==> src/kci_pkg.sv <==
// Shared types, constants and codes of the keyframe curve interpolator.
`timescale 1ns / 1ps
`default_nettype none

package kci_pkg;

	localparam int MAX_KEYS_DEF = 64;
	localparam int NUM_COMP     = 3;
	localparam int FRAME_W      = 16;
	localparam int VALUE_W      = 32;
	localparam int QUERY_W      = 25;
	localparam int KIDX_W       = 6;
	localparam int KCOUNT_W     = 7;
	localparam int FRAC_W       = 16;
	localparam int APB_AW       = 3;
	localparam int APB_DW       = 32;

	localparam logic FUNC_WRITE = 1'b0;
	localparam logic FUNC_QUERY = 1'b1;

	localparam logic REG_KEY_COUNT  = 1'b0;
	localparam logic REG_COLOR_MODE = 1'b1;

	typedef struct packed {
		logic               hold;
		logic [FRAME_W-1:0] frame;
		logic [VALUE_W-1:0] va;
		logic [VALUE_W-1:0] vb;
		logic [VALUE_W-1:0] vc;
	} key_entry_t;

	typedef enum logic [1:0] {
		ADDR_FIRST,
		ADDR_LAST,
		ADDR_SCAN
	} rd_sel_t;

	typedef enum logic [3:0] {
		ST_IDLE,
		ST_RD_FIRST,
		ST_CHK_FIRST,
		ST_RD_LAST,
		ST_CHK_LAST,
		ST_RD_SCAN,
		ST_CHK_SCAN,
		ST_SEG,
		ST_DIV,
		ST_MUL,
		ST_ACC,
		ST_DONE
	} state_t;

	typedef struct packed {
		logic    key_write;
		logic    query_load;
		rd_sel_t rd_sel;
		logic    left_load;
		logic    right_load;
		logic    res_from_rd;
		logic    res_from_left;
		logic    scan_clear;
		logic    scan_inc;
		logic    div_start;
		logic    div_step;
		logic    comp_clear;
		logic    mul_go;
		logic    acc_go;
		logic    out_load;
	} dp_cmd_t;

	typedef struct packed {
		logic q_le_rd;
		logic q_ge_rd;
		logic q_lt_rd;
		logic scan_at_last;
		logic seg_flat;
		logic div_done;
		logic comp_done;
		logic out_busy;
	} dp_status_t;

endpackage

`default_nettype wire

==> src/kci_ctrl.sv <==
// Controller state machine sequencing table writes, segment search, divide and blend.
`timescale 1ns / 1ps
`default_nettype none

module kci_ctrl
	import kci_pkg::*;
(
	input  wire logic       clk,
	input  wire logic       arst_n,
	input  wire logic       in_valid,
	input  wire logic       func,
	output logic            in_ready,
	output dp_cmd_t         cmd,
	input  wire dp_status_t status
);

	state_t state_q;
	state_t state_d;

	always_ff @(posedge clk or negedge arst_n) begin
		if (!arst_n) begin
			state_q <= ST_IDLE;
		end else begin
			state_q <= state_d;
		end
	end

	always_comb begin
		state_d  = state_q;
		cmd      = '0;
		cmd.rd_sel = ADDR_SCAN;
		in_ready = 1'b0;
		unique case (state_q)
			ST_IDLE: begin
				in_ready = 1'b1;
				if (in_valid) begin
					if (func == FUNC_QUERY) begin
						cmd.query_load = 1'b1;
						state_d        = ST_RD_FIRST;
					end else begin
						cmd.key_write = 1'b1;
					end
				end
			end
			ST_RD_FIRST: begin
				cmd.rd_sel = ADDR_FIRST;
				state_d    = ST_CHK_FIRST;
			end
			ST_CHK_FIRST: begin
				if (status.q_le_rd) begin
					cmd.res_from_rd = 1'b1;
					state_d         = ST_DONE;
				end else begin
					cmd.left_load = 1'b1;
					state_d       = ST_RD_LAST;
				end
			end
			ST_RD_LAST: begin
				cmd.rd_sel = ADDR_LAST;
				state_d    = ST_CHK_LAST;
			end
			ST_CHK_LAST: begin
				if (status.q_ge_rd) begin
					cmd.res_from_rd = 1'b1;
					state_d         = ST_DONE;
				end else begin
					cmd.scan_clear = 1'b1;
					state_d        = ST_RD_SCAN;
				end
			end
			ST_RD_SCAN: begin
				cmd.rd_sel = ADDR_SCAN;
				state_d    = ST_CHK_SCAN;
			end
			ST_CHK_SCAN: begin
				if (status.q_lt_rd || status.scan_at_last) begin
					cmd.right_load = 1'b1;
					state_d        = ST_SEG;
				end else begin
					cmd.left_load = 1'b1;
					cmd.scan_inc  = 1'b1;
					state_d       = ST_RD_SCAN;
				end
			end
			ST_SEG: begin
				if (status.seg_flat) begin
					cmd.res_from_left = 1'b1;
					state_d           = ST_DONE;
				end else begin
					cmd.div_start = 1'b1;
					state_d       = ST_DIV;
				end
			end
			ST_DIV: begin
				cmd.div_step = 1'b1;
				if (status.div_done) begin
					cmd.comp_clear = 1'b1;
					state_d        = ST_MUL;
				end
			end
			ST_MUL: begin
				cmd.mul_go = 1'b1;
				state_d    = ST_ACC;
			end
			ST_ACC: begin
				cmd.acc_go = 1'b1;
				state_d    = status.comp_done ? ST_DONE : ST_MUL;
			end
			ST_DONE: begin
				if (!status.out_busy) begin
					cmd.out_load = 1'b1;
					state_d      = ST_IDLE;
				end
			end
			default: begin
				state_d = ST_IDLE;
			end
		endcase
	end

endmodule

`default_nettype wire

==> config.mk <==
export PLATFORM = sky130hd
export DESIGN_NAME = kci_ctrl
export DESIGN_NICKNAME = d
export VERILOG_FILES = /design/src/kci_pkg.sv /design/src/kci_ctrl.sv
export SDC_FILE = /design/constraint.sdc
export NUM_CORES = 1
export LEC_CHECK = 0
export BUFFER_PORTS_ARGS = -buffer_cell sky130_fd_sc_hd__clkbuf_2
export CORE_AREA = 2 2 39 41
export CTS_CLUSTER_SIZE = 30
export DETAILED_ROUTE_END_ITERATION = 12
export DIE_AREA = 0 0 41 43
export GPL_TIMING_DRIVEN = 0
export PLACE_DENSITY = 0.72
export SLEW_MARGIN = 40
export SYNTH_ARGS = -nofsm -noshare
export SYNTH_HDL_FRONTEND = slang
export SYNTH_SLANG_ARGS = --single-unit
==> constraint.sdc <==
create_clock -name clk -period 2.6 [get_ports clk]
set_input_delay 0.13 -clock clk [delete_from_list [all_inputs] [get_ports clk]]
set_output_delay 0.13 -clock clk [all_outputs]
set_load 0.02 [all_outputs]
==> impl_metrics.prom <==
# TYPE chip_impl_metric gauge
chip_impl_metric{name="avgRoutedWirePerCell",unit="um"} 12.19
chip_impl_info{name="run_status",value="finished, final reports clean"} 1
chip_impl_info{name="hp-class",value="in2async"} 1
chip_impl_metric{name="fin_max_slew_vios",unit=""} 0
chip_impl_info{name="timing.rr.start",value="state_q[3]"} 1
chip_impl_metric{name="design.portCount",unit=""} 29
chip_impl_metric{name="synth_fp_nets",unit=""} 77
chip_impl_metric{name="grt_max_degree",unit=""} 11
chip_impl_info{name="setup.worst_path.start_class",value="register"} 1
chip_impl_metric{name="vdd_ir_drop_max",unit="V"} 0.0004990
chip_impl_metric{name="totalWireLength",unit="um"} 1378
chip_impl_metric{name="critical_path_peak_fanout",unit=""} 10
chip_impl_metric{name="slew_headroom",unit=""} 0.7239
chip_impl_metric{name="core-area",unit="um^2"} 1384
chip_impl_info{name="layout_top_registers",value="state_q: 4 flops"} 1
chip_impl_metric{name="cts.path.max_buffers",unit=""} 2
chip_impl_info{name="largest_register",value="state_q"} 1
chip_impl_info{name="critical_path.cell_chain",value="clkbuf_1 -> a21oi_1 -> nor3_1 -> clkbuf_2"} 1
chip_impl_metric{name="grt.overflow.total",unit=""} 0
chip_impl_info{name="critPathSlowestCell",value="sky130_fd_sc_hd__dfrtp_1"} 1
chip_impl_metric{name="hold_viol_final",unit=""} 0
chip_impl_metric{name="ff_latch_count_synth",unit=""} 4
chip_impl_metric{name="yosys_warnings",unit=""} 0
chip_impl_metric{name="gr-usage-all-layers",unit=""} 0.1672
chip_impl_metric{name="fill_cells",unit=""} 151
chip_impl_metric{name="final_nets",unit=""} 111
chip_impl_metric{name="stdcell_count",unit=""} 113
chip_impl_info{name="grt_setup_unrepaired",value="false"} 1
chip_impl_info{name="rr_endpoint",value="state_q[0]"} 1
chip_impl_metric{name="fraction_of_final_layout_cells_with_drive_strength_greater_than_1",unit=""} 0.3814
chip_impl_metric{name="synth.lib_cells_used.distinct",unit=""} 26
chip_impl_metric{name="final_min_period_over_clock_period",unit=""} 0.6489
chip_impl_metric{name="grt_pass1_vias",unit=""} 498
chip_impl_metric{name="netlist.area_leader.share",unit=""} 0.2162
chip_impl_metric{name="number_of_cell_rows",unit=""} 14
chip_impl_metric{name="finClkSkew",unit="ps"} 7.915
chip_impl_metric{name="route.vias.total",unit=""} 604
chip_impl_metric{name="syn-mean-instance-area",unit="um^2"} 7.122
chip_impl_metric{name="cts_htree_levels",unit=""} 1
chip_impl_metric{name="worst_pin_slew",unit="ps"} 414.2
chip_impl_info{name="synth_ff_type",value="sky130_fd_sc_hd__dfrtp_1"} 1
chip_impl_metric{name="largest_register_ffs",unit=""} 4
chip_impl_info{name="yosys.area.top_type",value="sky130_fd_sc_hd__dfrtp_1"} 1
chip_impl_metric{name="die_w",unit="um"} 41
chip_impl_metric{name="fin_tns_setup",unit="ps"} 0
chip_impl_metric{name="port-buffer-count",unit=""} 28
chip_impl_metric{name="starting_density_of_the_core",unit=""} 0.3345
chip_impl_metric{name="drcViolationCount",unit=""} 0
chip_impl_metric{name="floorplan.die.height",unit="um"} 43
chip_impl_metric{name="areaGrowthSynthToFinish",unit="%"} 41.62
chip_impl_info{name="cts_tree",value="done"} 1
chip_impl_metric{name="drtIter0Drc",unit=""} 18
chip_impl_metric{name="drtPass1Iterations",unit=""} 4
chip_impl_metric{name="static-leakage-power",unit="nW"} 0.3343
chip_impl_metric{name="place_congestion",unit=""} 0.7486
chip_impl_info{name="crit_path_end_kind",value="output pin"} 1
chip_impl_info{name="synth_top_cells_by_area",value="sky130_fd_sc_hd__dfrtp_1, sky130_fd_sc_hd__nor3_1, sky130_fd_sc_hd__nor2_1, sky130_fd_sc_hd__a21oi_1, sky130_fd_sc_hd__nand2_1"} 1
chip_impl_metric{name="postCtsSetupRepairBufs",unit=""} 0
chip_impl_metric{name="insertedDiodeCount",unit=""} 0
chip_impl_metric{name="reg2reg_depth",unit=""} 5
chip_impl_metric{name="least_setup_slack_across_all_paths_after_layout",unit="ps"} 912.8
chip_impl_info{name="critPathKind",value="reg2out"} 1
chip_impl_metric{name="crit_path_time_final",unit="ps"} 1687
chip_impl_metric{name="synth-edff-count",unit=""} 0
chip_impl_metric{name="maxCapViolations",unit=""} 0
chip_impl_metric{name="timing.critical_path.required",unit="ps"} 2470
chip_impl_metric{name="grt_pass1_wl",unit="um"} 1987
chip_impl_metric{name="cts_bufs_inserted",unit=""} 3
chip_impl_metric{name="postRouteAntennaNets",unit=""} 0
chip_impl_metric{name="layout.cell_area.non_filler",unit="um^2"} 655.6
chip_impl_info{name="cts.root.buffer_cell",value="sky130_fd_sc_hd__clkbuf_4"} 1
chip_impl_metric{name="clock_sink_count",unit=""} 4
chip_impl_metric{name="vias_per_cell",unit=""} 5.345
chip_impl_info{name="synth.most_common_cell",value="sky130_fd_sc_hd__nor2_1"} 1
chip_impl_metric{name="dp.final_hpwl",unit="um"} 1113
chip_impl_metric{name="dieArea",unit="um^2"} 1763
chip_impl_metric{name="setup-violations-final",unit=""} 0
chip_impl_metric{name="setup_slack_of_the_worst_register_to_register_path",unit="ps"} 1180
chip_impl_metric{name="post_synth_inst_count",unit=""} 65
chip_impl_metric{name="dp_area",unit="um^2"} 623.1
chip_impl_metric{name="timing.critical_path.arrival",unit="ps"} 1560
chip_impl_metric{name="numPlacedInstances",unit=""} 109
chip_impl_metric{name="ys_async_sr_fraction",unit=""} 1.000
chip_impl_metric{name="cp_slowest_stage_delay",unit="ps"} 480
chip_impl_metric{name="antenna_found_initial",unit=""} 0
chip_impl_info{name="synth.top_cells.by_count",value="sky130_fd_sc_hd__nor2_1, sky130_fd_sc_hd__nor3_1, sky130_fd_sc_hd__nand2_1, sky130_fd_sc_hd__a21oi_1, sky130_fd_sc_hd__dfrtp_1"} 1
chip_impl_metric{name="worstSkewPairLatency",unit="ps"} 230
chip_impl_metric{name="place_worst_setup_slack",unit="ps"} 1180
chip_impl_metric{name="power.density_cell_area",unit="nW/um^2"} 1151
chip_impl_metric{name="synthesis.area",unit="um^2"} 462.9
chip_impl_metric{name="ys_seq_area_frac",unit=""} 0.2162
chip_impl_metric{name="fmaxAchievable",unit="MHz"} 592.7
chip_impl_metric{name="clk_pin_slew_worst_paths",unit="ps"} 40
cell usage in the layout, fill, tap and decap left out:
cell type,instances
sky130_fd_sc_hd__nor3_1,8
sky130_fd_sc_hd__a31oi_1,1
sky130_fd_sc_hd__a21o_1,1
sky130_fd_sc_hd__buf_2,2
sky130_fd_sc_hd__buf_6,1
sky130_fd_sc_hd__clkbuf_2,28
sky130_fd_sc_hd__a21boi_0,1
sky130_fd_sc_hd__a32o_1,1
sky130_fd_sc_hd__nor2b_1,2
sky130_fd_sc_hd__clkbuf_1,1
sky130_fd_sc_hd__o221a_1,1
sky130_fd_sc_hd__nor3_4,1
sky130_fd_sc_hd__o21ai_0,2
sky130_fd_sc_hd__inv_1,3
sky130_fd_sc_hd__a21oi_1,5
sky130_fd_sc_hd__nand2b_2,1
sky130_fd_sc_hd__nor4_1,2
sky130_fd_sc_hd__nand2_1,6
sky130_fd_sc_hd__nor2_1,9
sky130_fd_sc_hd__nand2b_1,3
sky130_fd_sc_hd__dfrtp_1,4
sky130_fd_sc_hd__clkbuf_4,3
sky130_fd_sc_hd__nor4_4,1
sky130_fd_sc_hd__o221ai_1,2
sky130_fd_sc_hd__and2_1,2
sky130_fd_sc_hd__dlygate4sd3_1,1
sky130_fd_sc_hd__and3_1,3
sky130_fd_sc_hd__or3_1,1
sky130_fd_sc_hd__a22oi_1,1
worst max-delay path by stage:
stage               startpoint  slack [ps]       to
global route        state_q[2]         800  cmd[11]
CTS                 state_q[2]         930  cmd[11]
global placement    state_q[2]        1190  cmd[13]
detailed placement  state_q[2]        1180  cmd[11]
finish              state_q[2]         910   cmd[9]
floorplan           state_q[2]         990   cmd[3]
stage by stage:
| step | util | total power [mW] | hold WS (ps) |
|---|---|---|---|
| global placement | 0.4503 | 0.6653 | -63.72 |
| global route | 0.4738 | 0.8151 | 237.2 |
| finish | 0.4738 | 0.7545 | 232.0 |
| detailed placement | 0.4503 | 0.6779 | -58.42 |
| CTS | 0.4738 | 0.7581 | 220.0 |
| floorplan | - | 0.5343 | -165.6 |
layout make-up:
class	instances	area (um^2)	area share
buffer	4	25.02	0.03817
clock buffer	3	22.52	0.03435
inverter	3	11.26	0.01718
multi-input combinational	54	326.6	0.4981
sequential	4	100.1	0.1527
tap	16	20.02	0.03053
timing repair buffer	29	150.1	0.2290
power by group:
group | total, mW | internal, mW | leakage (nW) | switching, mW
registers | 0.128 | 0.0935 | 0.0490 | 0.0346
logic | 0.551 | 0.207 | 0.271 | 0.344
clock network | 0.0756 | 0.0515 | 0.0138 | 0.0241
logic make-up (layout without fill, tap and decap cells):
family,Yosys count,after routing,synth area share
AND/OR/NAND/NOR,39,39,0.4838
buffers and inverters,7,39,0.07837
flip-flops,4,4,0.2162
AO/OA/AOI/OAI,15,15,0.2216
repair_timing:
item                                   CTS  global route
endpoints found under the hold margin    4             0
hold buffers                             1             0
resized for setup                        0             0
metal layers:
layer | up-vias | track usage | wire, um
met3 | 2 | 0.01571 | 94
met2 | 31 | 0.2875 | 701
met1 | 267 | 0.1721 | 566
met5 | - | 0 | 0
met4 | 0 | 0.1200 | 16
li1 | 304 | - | -
critical path, delay by kind of cell (launching register included):
| kind | cells | cell delay (ps) |
|---|---|---|
| and+or+nand+nor | 1 | 150 |
| AOI/OAI and AO/OA | 1 | 110 |
| DFF | 1 | 480 |
| buffers and inverters | 2 | 570 |
Power figures use the tool's default switching activity.
