<file path="config.mk">
export PLATFORM = sky130hd
export DESIGN_NAME = kci_regs
export DESIGN_NICKNAME = d
export VERILOG_FILES = /design/src/kci_pkg.sv /design/src/kci_regs.sv
export SDC_FILE = /design/constraint.sdc
export NUM_CORES = 1
export LEC_CHECK = 0
export BUFFER_PORTS_ARGS = -buffer_cell sky130_fd_sc_hd__buf_4
export CELL_PAD_IN_SITES_DETAIL_PLACEMENT = 1
export CELL_PAD_IN_SITES_GLOBAL_PLACEMENT = 1
export CORE_MARGIN = 4
export CORE_UTILIZATION = 19
export DETAILED_ROUTE_END_ITERATION = 8
export GPL_TIMING_DRIVEN = 0
export PLACE_DENSITY = 0.89
export SYNTH_ARGS = -nofsm -noshare
export SYNTH_HDL_FRONTEND = slang
export SYNTH_SLANG_ARGS = --single-unit
</file>
<file path="constraint.sdc">
create_clock -name clk -period 0.82 [get_ports clk]
set_input_delay 0 -clock clk [delete_from_list [all_inputs] [get_ports clk]]
set_output_delay 0 -clock clk [all_outputs]
set_load 0.005 [all_outputs]
</file>
<file path="src/kci_pkg.sv">
// Shared types, constants and codes of the keyframe curve interpolator.
`timescale 1ns / 1ps
`default_nettype none

package kci_pkg;

	localparam int MAX_KEYS_DEF = 64;
	localparam int NUM_COMP     = 3;
	localparam int FRAME_W      = 16;
	localparam int VALUE_W      = 32;
	localparam int QUERY_W      = 25;
	localparam int KIDX_W       = 6;
	localparam int KCOUNT_W     = 7;
	localparam int FRAC_W       = 16;
	localparam int APB_AW       = 3;
	localparam int APB_DW       = 32;

	localparam logic FUNC_WRITE = 1'b0;
	localparam logic FUNC_QUERY = 1'b1;

	localparam logic REG_KEY_COUNT  = 1'b0;
	localparam logic REG_COLOR_MODE = 1'b1;

	typedef struct packed {
		logic               hold;
		logic [FRAME_W-1:0] frame;
		logic [VALUE_W-1:0] va;
		logic [VALUE_W-1:0] vb;
		logic [VALUE_W-1:0] vc;
	} key_entry_t;

	typedef enum logic [1:0] {
		ADDR_FIRST,
		ADDR_LAST,
		ADDR_SCAN
	} rd_sel_t;

	typedef enum logic [3:0] {
		ST_IDLE,
		ST_RD_FIRST,
		ST_CHK_FIRST,
		ST_RD_LAST,
		ST_CHK_LAST,
		ST_RD_SCAN,
		ST_CHK_SCAN,
		ST_SEG,
		ST_DIV,
		ST_MUL,
		ST_ACC,
		ST_DONE
	} state_t;

	typedef struct packed {
		logic    key_write;
		logic    query_load;
		rd_sel_t rd_sel;
		logic    left_load;
		logic    right_load;
		logic    res_from_rd;
		logic    res_from_left;
		logic    scan_clear;
		logic    scan_inc;
		logic    div_start;
		logic    div_step;
		logic    comp_clear;
		logic    mul_go;
		logic    acc_go;
		logic    out_load;
	} dp_cmd_t;

	typedef struct packed {
		logic q_le_rd;
		logic q_ge_rd;
		logic q_lt_rd;
		logic scan_at_last;
		logic seg_flat;
		logic div_done;
		logic comp_done;
		logic out_busy;
	} dp_status_t;

endpackage

`default_nettype wire

</file>
<file path="src/kci_regs.sv">
// APB configuration registers: key count and colour mode.
`timescale 1ns / 1ps
`default_nettype none

module kci_regs
	import kci_pkg::*;
(
	input  wire logic                clk,
	input  wire logic                arst_n,
	input  wire logic                psel,
	input  wire logic                penable,
	input  wire logic                pwrite,
	input  wire logic [APB_AW-1:0]   paddr,
	input  wire logic [APB_DW-1:0]   pwdata,
	output logic      [APB_DW-1:0]   prdata,
	output logic                     pready,
	output logic      [KCOUNT_W-1:0] key_count,
	output logic                     color_mode
);

	logic [KCOUNT_W-1:0] key_count_q;
	logic                color_mode_q;
	logic                wr_en;
	logic                reg_idx;

	assign reg_idx = paddr[2];
	assign wr_en   = psel && penable && pwrite;
	assign pready  = 1'b1;

	always_ff @(posedge clk or negedge arst_n) begin
		if (!arst_n) begin
			key_count_q  <= KCOUNT_W'(1);
			color_mode_q <= 1'b0;
		end else if (wr_en) begin
			unique case (reg_idx)
				REG_KEY_COUNT:  key_count_q  <= pwdata[KCOUNT_W-1:0];
				REG_COLOR_MODE: color_mode_q <= pwdata[0];
				default: ;
			endcase
		end
	end

	always_comb begin
		unique case (reg_idx)
			REG_KEY_COUNT:  prdata = APB_DW'(key_count_q);
			REG_COLOR_MODE: prdata = APB_DW'(color_mode_q);
			default:        prdata = '0;
		endcase
	end

	assign key_count  = key_count_q;
	assign color_mode = color_mode_q;

endmodule

`default_nettype wire

</file>
==> results.md, run 1 <==
* Grt ovf at 0
* Pint at 1380 uW
* #FFs+latches synth at 8
* Vias in the first global route at 578
* Clk Latency, worst-skew pair at 260 ps
* Hpwl dp at 1290 um
* R2r endpoint: color_mode
* DR vias at 538
* Die ar. at 4050 um2
* Reg-to-Reg Start: color_mode
* Status: finished, violations left
* Hold crit path type: input pin to async pin
* Diode count at 0
* Pins Over Slew Limit at 0
* Post-synth cell types at 8
* Post-route ant nets at 0
* Area grow syn2layout at 104%
* Flop pwr share at 29.2%
* TritonCTS clock tree: yes
* Skew final at 0 ps
* CTS clock-pin slew for the worst setup and hold paths at around 70 ps
* Root Buffer: clkbuf_4
* Share of cells above drive strength 1 at 65.6%
* Clk buf depth at 2
* Wire length per cell at 12.2 um
* Comb pwr share at 52.0%
* M1 WL at roughly 720 um
* Final wirelength at about 1900 um
* Die Y at 63.6 um
* Final worst setup slack at -217 ps
* Peak Freq at ~960 MHz
* Vias per cell at approximately 3.4
* Starting Density at 20.6%
* Hold Violations, Final at 0
* Syn avg cell area at 11.1 um2
* RSZ-0062 raised after global routing: yes
* Worst EP required at 820 ps
* Sink Count at 8
* Crit path arrival time at 1040 ps
* First-pass GRT wire length at 2940 um
* Net Switching at 513 uW
* Num CTS Buffers at 3
* Dpl cells at about 140
* Net count reported at finish at 166
* Core Rows at 19
* Port Buf Inserts at 27
* Met2 routed WL at approximately 1000 um
* Pwr per Cell Area at roughly 1600 nW/um2
* Met3 wire length at 153 um
* R2R Setup Slk at -190 ps
* R2r worst-path depth at 3
* LEAKAGE at 0.000693 uW
* # setup viols final at 23
* GR Util All Layers at 9.49%
* Largest net degree at the start of global routing at 10
* Final non-filler cell total at 156
* Drt first pass iters at 2
* Max cap viols at 0
* Post-synthesis sequential area ratio at about a third
* YS warnings at 0
* Net Sw Frac at 27.1%
* Crit path max fanout at 2
* Final instance area at between 1000 and 1500 um2
* Final min period at 1040 ps
* Die span in x at 63.6 um
* Core box area at 2850 um2
* Initial antenna violation count at 0
* Violated checks: setup timing
* Clock group share of total power at 18.9%
* Critical path class: flop to output pin
* # DRC at 0
* Ports at 81
* 1st-iter DRT viols at 9
* CP startpoint kind: flop
* RePlAce Congestion at around 0.65
* Final worst-path cycle share at 126%
* Cell Area, Placed at 920 um2
* Post-Syn Area at about 600 um2
* H-tree Lvls at 1
* Max layer used: met3
* Peak VDD IR at slightly above 0.0007 V
* Setup crit end kind: output pin
* Post-Synthesis Cells at 53
-- worst max-delay path by stage --
stage / startpoint / end / slack, ps / depth (start not counted)
final: color_mode / prdata[0] / -220 / 2
after global routing: color_mode / prdata[0] / -260 / 2
after global placement: paddr[2] / key_count[3] / -10 / 3
after floorplan: color_mode / color_mode / 70 / 1
after detailed placement: paddr[2] / key_count[3] / -40 / 3
after CTS: color_mode / prdata[0] / -220 / 2
-- per-stage QoR --
| stage | power (uW) | setup TNS [ps] | util, % | hold slack (ps) | worst slack [ps] |
|---|---|---|---|---|---|
| floorplan | 817 | 0 | - | -296 | 69.5 |
| global placement | 1110 | -71.6 | 32.2 | -177 | -13.7 |
| detailed placement | 1130 | -201 | 32.2 | -172 | -37.2 |
| CTS | 1790 | -2310 | 40.4 | 94.4 | -216 |
| global route | 2020 | -3170 | 42.1 | 120 | -261 |
| finish | 1890 | -2330 | 42.1 | 98.9 | -217 |
-- cells by family after synthesis --
| logic type | share of synthesized area [%] |
|---|---|
| buffers and inverters | 33.2 |
| DFF | 34.3 |
| muxes | 17.2 |
| other | 1.28 |
| and+or+nand+nor | 14.0 |
-- cells in the final DEF (no fill, tap or decap) --
cell           count
dfrtp_1            7
dlygate4sd3_1      8
nand4_1            1
and2b_2            6
mux2_2             1
buf_6             21
mux2_4             8
clkbuf_1           1
dfstp_2            1
nand4b_4           1
conb_1            26
clkbuf_4           3
buf_4             41
-- sequential cells by signal, indices dropped and copies added, names as in the netlist --
signal      count
color_mode      1
key_count       7
-- layer usage --
metal	vias up	track usage, %
met1	239	9.30
met3	0	4.44
met2	36	18.1
met5	-	0
li1	263	-
met4	0	1.62
-- cell usage after synthesis --
cell type / number / area (um2)
nand4_1: 1 / 6.26
dfstp_2: 1 / 26.3
mux2_2: 9 / 101
and2b_2: 6 / 52.6
nand4b_4: 1 / 23.8
dfrtp_1: 7 / 175
buf_4: 26 / 195
conb_1: 2 / 7.51
-- power groups by stage --
stage	Clock [uW]	Sequential, uW	Combinational [uW]
4_1_cts	376	540	871
3_5_place_dp	0	564	566
3_3_place_gp	0	555	555
6_report	357	551	981
2_1_floorplan	0	557	260
5_1_grt	400	566	1050
-- cell type report --
type	count	area, um2
clock buffers	4	26.3
repair buffers	44	429
well taps	31	38.8
flip-flops and latches	8	201
multi-input cells	43	312
fillers	339	1650
plain buffers	26	195
-- repair_timing --
action | 4_1_cts | 5_1_grt
gates resized for setup | 18 | 11
hold buffers | 8 | 0
setup endpoints to repair | 11 | 23
setup buffers | 8 | 1
endpoints found under the hold margin | 16 | 0
-- critical path, cell delays in order, from the launching register on --
cell and delay [ps]:
dfrtp_1 390, mux2_4 270, buf_6 110
No activity file was read; power rests on OpenSTA's default activity.
==> run 2: changes to the inputs <==
--- a/config.mk
+++ b/config.mk
@@ -12,7 +12,9 @@
 export CORE_UTILIZATION = 19
 export DETAILED_ROUTE_END_ITERATION = 8
 export GPL_TIMING_DRIVEN = 0
-export PLACE_DENSITY = 0.89
+export PLACE_DENSITY_LB_ADDON = 0.08
+export REMOVE_ABC_BUFFERS = 1
+export SLEW_MARGIN = 20
 export SYNTH_ARGS = -nofsm -noshare
 export SYNTH_HDL_FRONTEND = slang
 export SYNTH_SLANG_ARGS = --single-unit
==> run 2 against run 1 <==
The run still ends with setup timing left. Combinational power fell by 16%. Design area shrank 18%. Register-to-register slack better by 140 ps. Sequential power fell by 1%. Flip-flop and latch count did not move. Fmax up 4.2%. Utilization shrank 7.6 points. Clock skew unchanged. Die area stayed put. Cell count fell by 17%. Critical path type unchanged. Critical endpoint unchanged.
==> results.md, run 2 (synthesis gave the netlist of run 1 again) <==
* Critical path class: flop to output pin (unchanged)
* Die span in x at 63.6 um (unchanged)
* Core Rows at 19 (unchanged)
* Storage element area at 201 um2 (unchanged)
* Vias in the first global route at 497 (was 578)
* Area grow syn2layout at 67.4% (was 104%)
* Hold crit path type: input pin to async pin (unchanged)
* Max cap viols at 0 (unchanged)
* Max reg flops at 7 (unchanged)
* Hpwl dp at 1030 um (was 1290 um)
* Peak VDD IR at 0.000783 V (was 0.000705 V)
* Most frequent cells in the layout: 26 x conb_1, 19 x buf_6, 16 x buf_4 (was 41 x buf_4, 26 x conb_1, 21 x buf_6)
* Die Y at 63.6 um (unchanged)
* Clk Latency, worst-skew pair at 250 ps (was 260 ps)
* GR Util All Layers at 7.05% (was 9.49%)
* DR vias at 463 (was 538)
* Final min period at 996 ps (was 1040 ps)
* Post-route ant nets at 0 (unchanged)
* TNS Setup at -1730 ps (was -2330 ps)
* M1 GR Usage at 7.05% (was 9.30%)
* Crit path arrival time at 1000 ps (was 1040 ps)
* Setup crit end kind: output pin (unchanged)
* Hold Violations, Final at 0 (unchanged)
* RePlAce Congestion at 0.510 (was 0.653)
* TritonCTS clock tree: yes (unchanged)
* # DRC at 0 (unchanged)
* Commonest non-fill, non-tap cell in the layout: conb_1 (was buf_4)
* Drt first pass iters at 2 (unchanged)
* Fill cell count at 333 (was 339)
* Status: finished, violations left (unchanged)
* 1st-iter DRT viols at 1 (was 9)
* CP startpoint kind: flop (unchanged)
* CTS clock-pin slew for the worst setup and hold paths at 60 ps (was 70 ps)
* Starting Density at 20.6% (unchanged)
* Root Buffer: clkbuf_4 (unchanged)
* Peak Freq at 1000 MHz (was 964 MHz)
* Sink Count at 8 (unchanged)
* Met2 Use GR at 12.3% (was 18.1%)
* Pins Over Slew Limit at 0 (unchanged)
* Crit path max fanout at 2 (unchanged)
* RSZ-0062 raised after global routing: yes (unchanged)
* Worst EP required at 820 ps (about the same)
* Net count reported at finish at 139 (was 166)
* Met3 Usage GRT at 3.37% (was 4.44%)
* Grt ovf at 0 (unchanged)
* Pwr per Cell Area at 1720 nW/um2 (was 1570 nW/um2)
* Vias per cell at 3.59 (was 3.45)
* LEAKAGE at 0.000536 uW (was 0.000693 uW)
* Skew final at 0 ps (unchanged)
* Cell Area, Placed at 724 um2 (was 920 um2)
* Final wirelength at 1420 um (was 1900 um)
* Final worst-path cycle share at 121% (was 126%)
* Final instance area at 985 um2 (was 1200 um2)
* First-pass GRT wire length at 2190 um (was 2940 um)
* Initial antenna violation count at 0 (unchanged)
* Ports at 81 (unchanged)
* Violated checks: setup timing (unchanged)
* Final worst setup slack at -176 ps (was -217 ps)
* Largest net degree at the start of global routing at 10 (unchanged)
* Core box area at 2850 um2 (unchanged)
* Die ar. at 4050 um2 (unchanged)
* Port Buf Inserts at 27 (unchanged)
* Multi-input logic area at 304 um2 (was 312 um2)
* Diode count at 0 (unchanged)
* Gr busiest metal: met2 (unchanged)
* H-tree Lvls at 1 (unchanged)
* Num CTS Buffers at 3 (unchanged)
* Clk buf depth at 2 (unchanged)
* Wire length per cell at 11.0 um (was 12.2 um)
* Share of cells above drive strength 1 at 56.1% (was 65.6%)
* # setup viols final at 22 (was 23)
-- run 2: cell count changes in the layout (fill, tap and decap cells not counted), sizes merged --
cell  change
buf      -27
-- run 2: what timing repair did --
| action | CTS | global route |
|---|---|---|
| gates resized for setup | 8 | 17 |
| hold buffers | 8 | 0 |
| setup endpoints to repair | 8 | 23 |
| endpoints found under the hold margin | 16 | 0 |
| buffers inserted | 8 | 0 |
-- run 2: power by group --
group	internal, uW	switching, uW
Combinational	580	241
Clock	187	140
Sequential	490	55.1
-- run 2: worst paths after layout --
| path | slack [ps] | start | depth (start not counted) | end |
|---|---|---|---|---|
| worst max register to register | -50 | key_count[3] | 2 | key_count[3] |
| worst max-delay path | -180 | color_mode | 2 | prdata[0] |
| min in group clk | 140 | penable | 3 | color_mode |
| worst min register to register | 610 | key_count[6] | 2 | key_count[6] |
| worst min-delay path | 100 | arst_n | 2 | key_count[4] |
| max in group asynchronous | 500 | arst_n | 2 | key_count[0] |
-- run 2: final cells by class --
class / instances / share of cell area (%)
Clock buffer: 4 / 2.67
Multi-Input combinational cell: 43 / 30.9
Sequential cell: 8 / 20.5
Timing Repair Buffer: 43 / 42.1
Tap cell: 31 / 3.94
-- run 2: metal layers --
layer	share of wire (%)	vias to the layer above
met2	49	36
li1	-	210
met5	0	-
met3	12	0
met1	38	217
met4	0	0
-- run 2: through the flow --
step	hold slack (ps)	utilization, %	total power, uW	setup slack, ps	cells
floorplan	-296	-	727	69.5	51
global placement	-172	25.4	1030	-56.0	109
detailed placement	-171	25.4	1030	-57.6	109
finish	99.8	34.5	1690	-176	129
global route	93.0	34.5	1820	-230	129
CTS	88.5	32.3	1580	-185	129
-- run 2: worst max-delay path, stage by stage (launching register included) --
cell and delay, ps:
dfrtp_1 370, mux2_4 260, buf_6 110
